## config.mk

```make
export PLATFORM = sky130hd
export DESIGN_NAME = pcap_stream_deframer
export DESIGN_NICKNAME = d
export VERILOG_FILES = /design/src/rtl/core/psd_pkg.sv /design/src/rtl/core/pcap_stream_deframer.sv
export VERILOG_INCLUDE_DIRS = /design/src /design/src/rtl/core
export SDC_FILE = /design/constraint.sdc
export NUM_CORES = 1
export LEC_CHECK = 0
export BUFFER_PORTS_ARGS = -buffer_cell sky130_fd_sc_hd__buf_4
export CAP_MARGIN = 15
export CORE_MARGIN = 5
export CORE_UTILIZATION = 48
export CTS_CLUSTER_SIZE = 25
export DETAILED_ROUTE_END_ITERATION = 8
export HOLD_SLACK_MARGIN = 0.08
export PLACE_DENSITY = 0.7
export SLEW_MARGIN = 30
export SYNTH_ARGS = -nofsm -noshare
export SYNTH_HDL_FRONTEND = slang
export SYNTH_SLANG_ARGS = --single-unit
```

## constraint.sdc

```tcl
create_clock -name aclk -period 28.4 [get_ports aclk]
set_clock_uncertainty 0.2 [all_clocks]
set_input_delay 7.1 -clock aclk [delete_from_list [all_inputs] [get_ports aclk]]
set_output_delay 7.1 -clock aclk [all_outputs]
set_load 0.1 [all_outputs]
```

## src/rtl/core/pcap_stream_deframer_assert.svh

```systemverilog
// Assertion macros for the pcap stream deframer.
// Needs aclk and aresetn in the scope of the module that expands them.
`ifndef PCAP_STREAM_DEFRAMER_ASSERT_SVH
`define PCAP_STREAM_DEFRAMER_ASSERT_SVH

// Same-cycle implication, checked while out of reset.
`define PSD_ASSERT_NOW(label, ante, cons, msg) \
    label: assert property (@(posedge aclk) disable iff (!aresetn) (ante) |-> (cons)) \
        else $error(msg);

// Next-cycle implication, checked while out of reset.
`define PSD_ASSERT_NEXT(label, ante, cons, msg) \
    label: assert property (@(posedge aclk) disable iff (!aresetn) (ante) |=> (cons)) \
        else $error(msg);

`endif

```

## src/rtl/core/psd_pkg.sv

```systemverilog
// Shared types, codes and byte-order helpers for the pcap stream deframer.
// No dependencies.
package psd_pkg;

    localparam logic [31:0] MAGIC_SWAPPED = 32'hd4c3b2a1;
    localparam logic [31:0] MAGIC_NATIVE  = 32'ha1b2c3d4;

    localparam int unsigned CFG_INDEX_W = 2;
    localparam int unsigned CFG_DATA_W  = 32;

    localparam logic [CFG_INDEX_W-1:0] CFG_PACKET_LIMIT   = 2'd0;
    localparam logic [CFG_INDEX_W-1:0] CFG_EXPECTED_MAJOR = 2'd1;
    localparam logic [CFG_INDEX_W-1:0] CFG_EXPECTED_MINOR = 2'd2;

    localparam logic [31:0] PACKET_LIMIT_RESET   = 32'd0;
    localparam logic [15:0] EXPECTED_MAJOR_RESET = 16'd2;
    localparam logic [15:0] EXPECTED_MINOR_RESET = 16'd4;

    localparam logic [1:0] KIND_FILE_HEADER = 2'd0;
    localparam logic [1:0] KIND_RECORD      = 2'd1;
    localparam logic [1:0] KIND_PAYLOAD     = 2'd2;
    localparam logic [1:0] KIND_ERROR       = 2'd3;

    localparam logic [1:0] ERR_BAD_MAGIC   = 2'd0;
    localparam logic [1:0] ERR_BAD_VERSION = 2'd1;
    localparam logic [1:0] ERR_CAPTURE_LEN = 2'd2;

    typedef struct packed {
        logic [7:0] data_byte;
        logic       stop_request;
    } psd_in_t;

    typedef struct packed {
        logic [1:0]  kind;
        logic [7:0]  payload_byte;
        logic        last_byte;
        logic [31:0] ts_seconds;
        logic [31:0] ts_micros;
        logic [31:0] captured_length;
        logic [31:0] original_length;
        logic [31:0] link_type;
        logic [31:0] snap_length;
        logic [1:0]  error_code;
    } psd_out_t;

    function automatic logic [31:0] rev32(input logic [31:0] v);
        return {v[7:0], v[15:8], v[23:16], v[31:24]};
    endfunction

    // Swap the bytes inside each 16-bit half.
    function automatic logic [31:0] rev16_pair(input logic [31:0] v);
        return {v[23:16], v[31:24], v[7:0], v[15:8]};
    endfunction

endpackage

```

## src/rtl/core/pcap_stream_deframer.sv

```systemverilog
// Top level of the pcap stream deframer: byte parser and two-entry result buffer.
// Depends on psd_pkg and pcap_stream_deframer_assert.svh.

// Takes a pcap capture file one byte per transaction and returns one result per
// file header, record header and payload byte, or an error. Every byte is parsed
// in the cycle it is accepted, so the block sustains one byte per clock; the
// limit is the result path, a main output register backed by one skid entry, and
// s_ready drops only while both hold a result. Byte order follows the magic word.
// After an error, a stop request or reaching packet_limit the block ignores all
// bytes until reset. Configuration registers: 0 packet_limit (0 is unlimited),
// 1 expected_major, 2 expected_minor; cfg_ready is always high.
`include "pcap_stream_deframer_assert.svh"

module pcap_stream_deframer
    import psd_pkg::*;
(
    input  logic                   aclk,
    input  logic                   aresetn,
    input  logic                   s_valid,
    output logic                   s_ready,
    input  psd_in_t                s_data,
    output logic                   m_valid,
    input  logic                   m_ready,
    output psd_out_t               m_data,
    input  logic                   cfg_valid,
    output logic                   cfg_ready,
    input  logic [CFG_INDEX_W-1:0] cfg_index,
    input  logic [CFG_DATA_W-1:0]  cfg_data
);

    typedef enum logic [4:0] {
        PH_HDR     = 5'b00001,
        PH_HDR_BAD = 5'b00010,
        PH_REC     = 5'b00100,
        PH_PAY     = 5'b01000,
        PH_DONE    = 5'b10000
    } phase_t;

    logic [31:0] packet_limit_reg;
    logic [15:0] expected_major_reg;
    logic [15:0] expected_minor_reg;

    phase_t      phase_reg, phase_next;
    logic [4:0]  byte_offset_reg, byte_offset_next;
    logic [31:0] field_shift_reg, field_shift_next;
    logic        order_swapped_reg, order_swapped_next;
    logic [31:0] file_snap_reg, file_snap_next;
    logic [31:0] file_link_reg, file_link_next;
    logic [31:0] file_version_reg, file_version_next;
    logic [31:0] rec_seconds_reg, rec_seconds_next;
    logic [31:0] rec_micros_reg, rec_micros_next;
    logic [31:0] rec_captured_reg, rec_captured_next;
    logic [31:0] rec_original_reg, rec_original_next;
    logic [31:0] payload_remaining_reg, payload_remaining_next;
    logic [31:0] packets_done_reg, packets_done_next;

    logic        main_valid_reg;
    logic        skid_valid_reg;
    psd_out_t    main_data_reg;
    psd_out_t    skid_data_reg;

    logic        in_accept;
    logic        res_valid;
    psd_out_t    res;
    logic [31:0] word;
    logic [31:0] word_fixed;
    logic        word_end;
    logic [4:0]  offset_inc;
    logic        limit_hit;

    assign s_ready   = !skid_valid_reg;
    assign in_accept = s_valid && s_ready;
    assign m_valid   = main_valid_reg;
    assign m_data    = main_data_reg;
    assign cfg_ready = 1'b1;

    assign word       = {s_data.data_byte, field_shift_reg[31:8]};
    assign word_fixed = order_swapped_reg ? rev32(word) : word;
    assign word_end   = (byte_offset_reg[1:0] == 2'b11);
    assign offset_inc = byte_offset_reg + 5'd1;
    assign limit_hit  = (byte_offset_reg == 5'd0) && (packet_limit_reg != 32'd0) &&
                        (packets_done_reg >= packet_limit_reg);

    always_comb begin
        phase_next             = phase_reg;
        byte_offset_next       = byte_offset_reg;
        field_shift_next       = field_shift_reg;
        order_swapped_next     = order_swapped_reg;
        file_snap_next         = file_snap_reg;
        file_link_next         = file_link_reg;
        file_version_next      = file_version_reg;
        rec_seconds_next       = rec_seconds_reg;
        rec_micros_next        = rec_micros_reg;
        rec_captured_next      = rec_captured_reg;
        rec_original_next      = rec_original_reg;
        payload_remaining_next = payload_remaining_reg;
        packets_done_next      = packets_done_reg;
        res_valid              = 1'b0;
        res                    = '0;

        if (in_accept) begin
            if (s_data.stop_request) begin
                phase_next = PH_DONE;
            end else begin
                unique case (phase_reg)
                    PH_PAY: begin
                        res_valid        = 1'b1;
                        res.kind         = KIND_PAYLOAD;
                        res.payload_byte = s_data.data_byte;
                        if (payload_remaining_reg <= 32'd1) begin
                            res.last_byte          = 1'b1;
                            payload_remaining_next = '0;
                            if (packets_done_reg != '1) begin
                                packets_done_next = packets_done_reg + 32'd1;
                            end
                            phase_next       = PH_REC;
                            byte_offset_next = '0;
                        end else begin
                            payload_remaining_next = payload_remaining_reg - 32'd1;
                        end
                    end
                    PH_HDR, PH_HDR_BAD: begin
                        field_shift_next = word;
                        byte_offset_next = offset_inc;
                        if (word_end) begin
                            if (offset_inc == 5'd4) begin
                                // the magic itself sets the byte order
                                order_swapped_next = (word == MAGIC_SWAPPED);
                                if (word != MAGIC_SWAPPED && word != MAGIC_NATIVE) begin
                                    phase_next = PH_HDR_BAD;
                                end
                            end else if (offset_inc == 5'd8) begin
                                file_version_next = order_swapped_reg ? rev16_pair(word) : word;
                            end else if (offset_inc == 5'd20) begin
                                file_snap_next = word_fixed;
                            end else if (offset_inc == 5'd24) begin
                                file_link_next = word_fixed;
                            end
                        end
                        if (offset_inc >= 5'd24) begin
                            res_valid        = 1'b1;
                            byte_offset_next = '0;
                            if (phase_reg == PH_HDR_BAD) begin
                                res.kind       = KIND_ERROR;
                                res.error_code = ERR_BAD_MAGIC;
                                phase_next     = PH_DONE;
                            end else if (file_version_reg[15:0] != expected_major_reg ||
                                         file_version_reg[31:16] != expected_minor_reg) begin
                                res.kind       = KIND_ERROR;
                                res.error_code = ERR_BAD_VERSION;
                                phase_next     = PH_DONE;
                            end else begin
                                res.kind        = KIND_FILE_HEADER;
                                res.link_type   = word_fixed;
                                res.snap_length = file_snap_reg;
                                phase_next      = PH_REC;
                            end
                        end
                    end
                    PH_REC: begin
                        if (limit_hit) begin
                            phase_next = PH_DONE;
                        end else begin
                            field_shift_next = word;
                            byte_offset_next = offset_inc;
                            if (word_end) begin
                                if (offset_inc == 5'd4) begin
                                    rec_seconds_next = word_fixed;
                                end else if (offset_inc == 5'd8) begin
                                    rec_micros_next = word_fixed;
                                end else if (offset_inc == 5'd12) begin
                                    rec_captured_next = word_fixed;
                                end else if (offset_inc == 5'd16) begin
                                    rec_original_next = word_fixed;
                                end
                            end
                            if (offset_inc >= 5'd16) begin
                                res_valid        = 1'b1;
                                byte_offset_next = '0;
                                if (rec_captured_reg > file_snap_reg) begin
                                    res.kind       = KIND_ERROR;
                                    res.error_code = ERR_CAPTURE_LEN;
                                    phase_next     = PH_DONE;
                                end else begin
                                    res.kind            = KIND_RECORD;
                                    res.ts_seconds      = rec_seconds_reg;
                                    res.ts_micros       = rec_micros_reg;
                                    res.captured_length = rec_captured_reg;
                                    res.original_length = word_fixed;
                                    if (rec_captured_reg == 32'd0) begin
                                        // empty packet passes at once
                                        if (packets_done_reg != '1) begin
                                            packets_done_next = packets_done_reg + 32'd1;
                                        end
                                        phase_next = PH_REC;
                                    end else begin
                                        payload_remaining_next = rec_captured_reg;
                                        phase_next             = PH_PAY;
                                    end
                                end
                            end
                        end
                    end
                    default: begin
                        phase_next = PH_DONE;
                    end
                endcase
            end
        end
    end

    always_ff @(posedge aclk) begin
        if (!aresetn) begin
            packet_limit_reg   <= PACKET_LIMIT_RESET;
            expected_major_reg <= EXPECTED_MAJOR_RESET;
            expected_minor_reg <= EXPECTED_MINOR_RESET;
        end else if (cfg_valid && cfg_ready) begin
            unique case (cfg_index)
                CFG_PACKET_LIMIT:   packet_limit_reg   <= cfg_data;
                CFG_EXPECTED_MAJOR: expected_major_reg <= cfg_data[15:0];
                CFG_EXPECTED_MINOR: expected_minor_reg <= cfg_data[15:0];
                default: ;
            endcase
        end
    end

    always_ff @(posedge aclk) begin
        if (!aresetn) begin
            phase_reg             <= PH_HDR;
            byte_offset_reg       <= '0;
            field_shift_reg       <= '0;
            order_swapped_reg     <= 1'b0;
            file_snap_reg         <= '0;
            file_link_reg         <= '0;
            file_version_reg      <= '0;
            rec_seconds_reg       <= '0;
            rec_micros_reg        <= '0;
            rec_captured_reg      <= '0;
            rec_original_reg      <= '0;
            payload_remaining_reg <= '0;
            packets_done_reg      <= '0;
        end else begin
            phase_reg             <= phase_next;
            byte_offset_reg       <= byte_offset_next;
            field_shift_reg       <= field_shift_next;
            order_swapped_reg     <= order_swapped_next;
            file_snap_reg         <= file_snap_next;
            file_link_reg         <= file_link_next;
            file_version_reg      <= file_version_next;
            rec_seconds_reg       <= rec_seconds_next;
            rec_micros_reg        <= rec_micros_next;
            rec_captured_reg      <= rec_captured_next;
            rec_original_reg      <= rec_original_next;
            payload_remaining_reg <= payload_remaining_next;
            packets_done_reg      <= packets_done_next;
        end
    end

    // Result buffer: main register drives the port, skid catches a result
    // produced while the main one is stalled.
    always_ff @(posedge aclk) begin
        if (!aresetn) begin
            main_valid_reg <= 1'b0;
            skid_valid_reg <= 1'b0;
        end else begin
            if (res_valid && (!main_valid_reg || m_ready)) begin
                main_valid_reg <= 1'b1;
            end else if (main_valid_reg && m_ready) begin
                main_valid_reg <= skid_valid_reg;
            end
            if (res_valid && main_valid_reg && !m_ready) begin
                skid_valid_reg <= 1'b1;
            end else if (main_valid_reg && m_ready) begin
                skid_valid_reg <= 1'b0;
            end
        end
    end

    always_ff @(posedge aclk) begin
        if (res_valid && (!main_valid_reg || m_ready)) begin
            main_data_reg <= res;
        end else if (main_valid_reg && m_ready && skid_valid_reg) begin
            main_data_reg <= skid_data_reg;
        end
        if (res_valid && main_valid_reg && !m_ready) begin
            skid_data_reg <= res;
        end
    end

    `PSD_ASSERT_NOW(a_skid_behind_main, skid_valid_reg, main_valid_reg, "skid holds a result while main is empty")
    `PSD_ASSERT_NEXT(a_halt_sticky, phase_reg == PH_DONE, phase_reg == PH_DONE, "block left the halted phase")
    `PSD_ASSERT_NOW(a_payload_count, phase_reg == PH_PAY, payload_remaining_reg != 32'd0, "payload phase with no bytes left")
    `PSD_ASSERT_NEXT(a_error_halts, res_valid && res.kind == KIND_ERROR, phase_reg == PH_DONE, "error result without halting")

endmodule
```

==> results_dict.tcl <==
set metrics [dict create \
    syn_nets 2949 \
    p_per_area_mw_per_mm2 59.5 \
    clk_pin_slew_ns 0.06 \
    route.met2.wl_mm 39.5 \
    ys_async_sr_fraction_pct 0 \
    netlist_instances 2832 \
    overflow 0 \
    finalCritPeriodShare_pct 35.2 \
    syn_area_sq_mm 0.0316 \
    drv_slew 0 \
    drt_iter0_drc 2140 \
    num_rows 94 \
    grt_antenna_before_repair 2 \
    area_growth_pct 17.1 \
    r2r_end "m_data[174]$_DFFE_PP_" \
    place_congestion 0.862 \
    rrSetupSlack_ns 23.89 \
    cap_viol_max_count 0 \
    regToRegStartpoint "phase_reg[1]$_SDFFE_PN0P_" \
    root_buffer "clkbuf_16" \
    finalSetupViolCount 0 \
    worstMarginPinSlew_ns 1.04 \
    period_minus_slack_ns 9.99 \
    ctsHtreeMaxLevel 3 \
    viasPerCell 5.74 \
    reg2reg_depth 8 \
    diodes 0 \
    dr.pass1.iters 6 \
    grt_pass1_wl_mm 128 \
    grt_max_degree 165 \
    avgSynthCellArea_sq_um 11.1 \
    timing.hold.ws_ns 0.272 \
    synth-main-ff-cell "edfxtp_1" \
    multi_input_area_sq_mm 0.0119 \
    setup-tns-final_ns 0 \
    antenna_left 0 \
    die_x_um 266 \
    cts_resized 0 \
    drc 0 \
    cts.sinks 735 \
    rsz0062_at_grt "false" \
    hold_path_depth 2 \
    top_layer_used "met5" \
    start_util_pct 48.2 \
    hold_viol_final 0 \
    grt_pass1_vias 22000 \
    end_kind "flip-flop" \
    hold_end "expected_minor_reg[6]$_SDFFE_PN0P_" \
    status "finished, final reports clean" \
    numCtsBuffers 77 \
    insertion_delay_ns 0.63 \
    cts_tree "built" \
    max_slew_margin_pct 30.4 \
    fillers 5407 \
    max_freq_mhz 100 \
    min_path_type "reg -> reg" \
    fp.dieH_um 266 \
    seq_area_sq_mm 0.0188 \
    mostFrequentLayoutCell "edfxtp_1" \
    core_sq_mm 0.0655 \
    nets 3162 \
    ios 256 \
    ys_warn_count 0 \
    peakVddDrop_mv 0.0473 \
    num_vias 22800 \
    crit_fanout 83 \
    io_buffers 254 \
    clk_path_buf_depth 3 \
    fin_cells 3972 \
    ys_types 70 \
    die_area_sq_mm 0.0710 \
    post_cts_buffers 0 \
    hp-start "expected_minor_reg[6]$_SDFFE_PN0P_" \
    hpwl_mm 56.0 \
    critPathRequiredTime_ns 28.56 \
    ys_seq_area_share_pct 59.6 \
    wl_met1_mm 35.8 \
    cts_hold_buf 0 \
    ys_ff_latch 735 \
    leakage_nw 13.0 \
    startpoint_type "input port" \
    synth_edf_count 410 \
    utilization_pct 56.5 \
    wl_per_cell_um 21.3 \
    drive_gt1_share_pct 21.2 \
    grtUsageTotal_pct 22.8 \
    layout_common_cells "410 x edfxtp_1, 380 x nor2_1, 324 x dfxtp_1" \
    cp.arrival_ns 10.15 \
    path_class "in -> reg" \
    routed_wirelength_mm 84.4 \
    place_inst 3830 \
    routed-wl-met3_mm 6.09 \
]
==> stage by stage <==
stage	setup slack, ns	power (mW)	area [sq um]
3_3_place_gp	17.39	1.20	34400
2_1_floorplan	4.70	1.18	31600
6_report	18.41	2.20	37000
3_5_place_dp	17.83	1.20	34400
5_1_grt	18.20	2.27	37000
4_1_cts	18.48	2.21	37000
==> power breakdown <==
group,internal [mW],switching [mW],total [mW],leakage (nW)
combinational,0.0193,0.0381,0.0574,5.25
clock,0.595,0.426,1.02,1.26
sequential,1.12,0.00490,1.12,6.47
==> worst max-delay path by stage <==
stage	start	endpoint	slack (ns)
finish	s_valid	m_data[174]$_DFFE_PP_	18.41
global route	s_valid	m_data[80]$_DFFE_PP_	18.20
CTS	s_valid	m_data[80]$_DFFE_PP_	18.48
detailed placement	s_valid	m_data[174]$_DFFE_PP_	17.83
global placement	s_valid	m_data[168]$_DFFE_PP_	17.39
floorplan	s_valid	m_data[0]$_DFFE_PP_	4.70
==> area by class of cell <==
type                            instances  share of cell area [%]
Tap cell                              864                    2.92
Multi-Input combinational cell       1843                    32.1
Clock buffer                          105                    5.86
Timing Repair Buffer                  303                    6.29
Clock inverter                         37                    1.08
Inverter                               85                   0.883
Sequential cell                       735                    50.9
==> cells in the mapped netlist, types with 8 or more instances <==
library cell | n | area share (%)
or4_1 | 12 | 0.29
nor2_1 | 383 | 4.6
mux2i_1 | 30 | 0.95
buf_1 | 9 | 0.11
a22oi_1 | 8 | 0.19
and2_1 | 115 | 2.3
o211ai_1 | 13 | 0.31
inv_1 | 85 | 1.0
nand3b_1 | 8 | 0.19
nor3_1 | 28 | 0.44
ha_1 | 69 | 2.7
xnor2_1 | 49 | 1.4
clkbuf_1 | 152 | 1.8
mux2_2 | 203 | 7.2
nor4_1 | 35 | 0.69
o21ai_0 | 46 | 0.73
dfxtp_1 | 325 | 21
nor2b_1 | 36 | 0.71
edfxtp_1 | 410 | 39
xor2_1 | 10 | 0.28
o31ai_1 | 11 | 0.26
or3_1 | 22 | 0.44
a21oi_1 | 239 | 3.8
nand4_1 | 37 | 0.73
nand3_1 | 36 | 0.57
nand2_1 | 211 | 2.5
a211oi_1 | 136 | 3.2
==> per-layer routing <==
| layer | GRT usage [%] | up-vias |
|---|---|---|
| met5 | 0 | - |
| met4 | 8.49 | 4 |
| met3 | 4.16 | 163 |
| met2 | 36.6 | 849 |
| met1 | 31.1 | 11100 |
| li1 | - | 10600 |
==> cells by family after synthesis <==
group | synth area share, %
flops | 59.6
fa+ha+maj | 2.73
compound gates | 10.0
buf+inv | 3.09
simple gates | 14.7
other cells | 0.0119
xor+xnor | 1.64
mux | 8.19
==> critical path, stage by stage <==
cell and delay (ns):
buf_4 0.10, nor2b_1 0.22, nand2b_1 0.16, a21oi_1 0.42, nand3_4 0.64, buf_6 0.56, buf_6 0.45, mux2_2 0.38
Note: power is estimated with default switching activity, not from simulation.
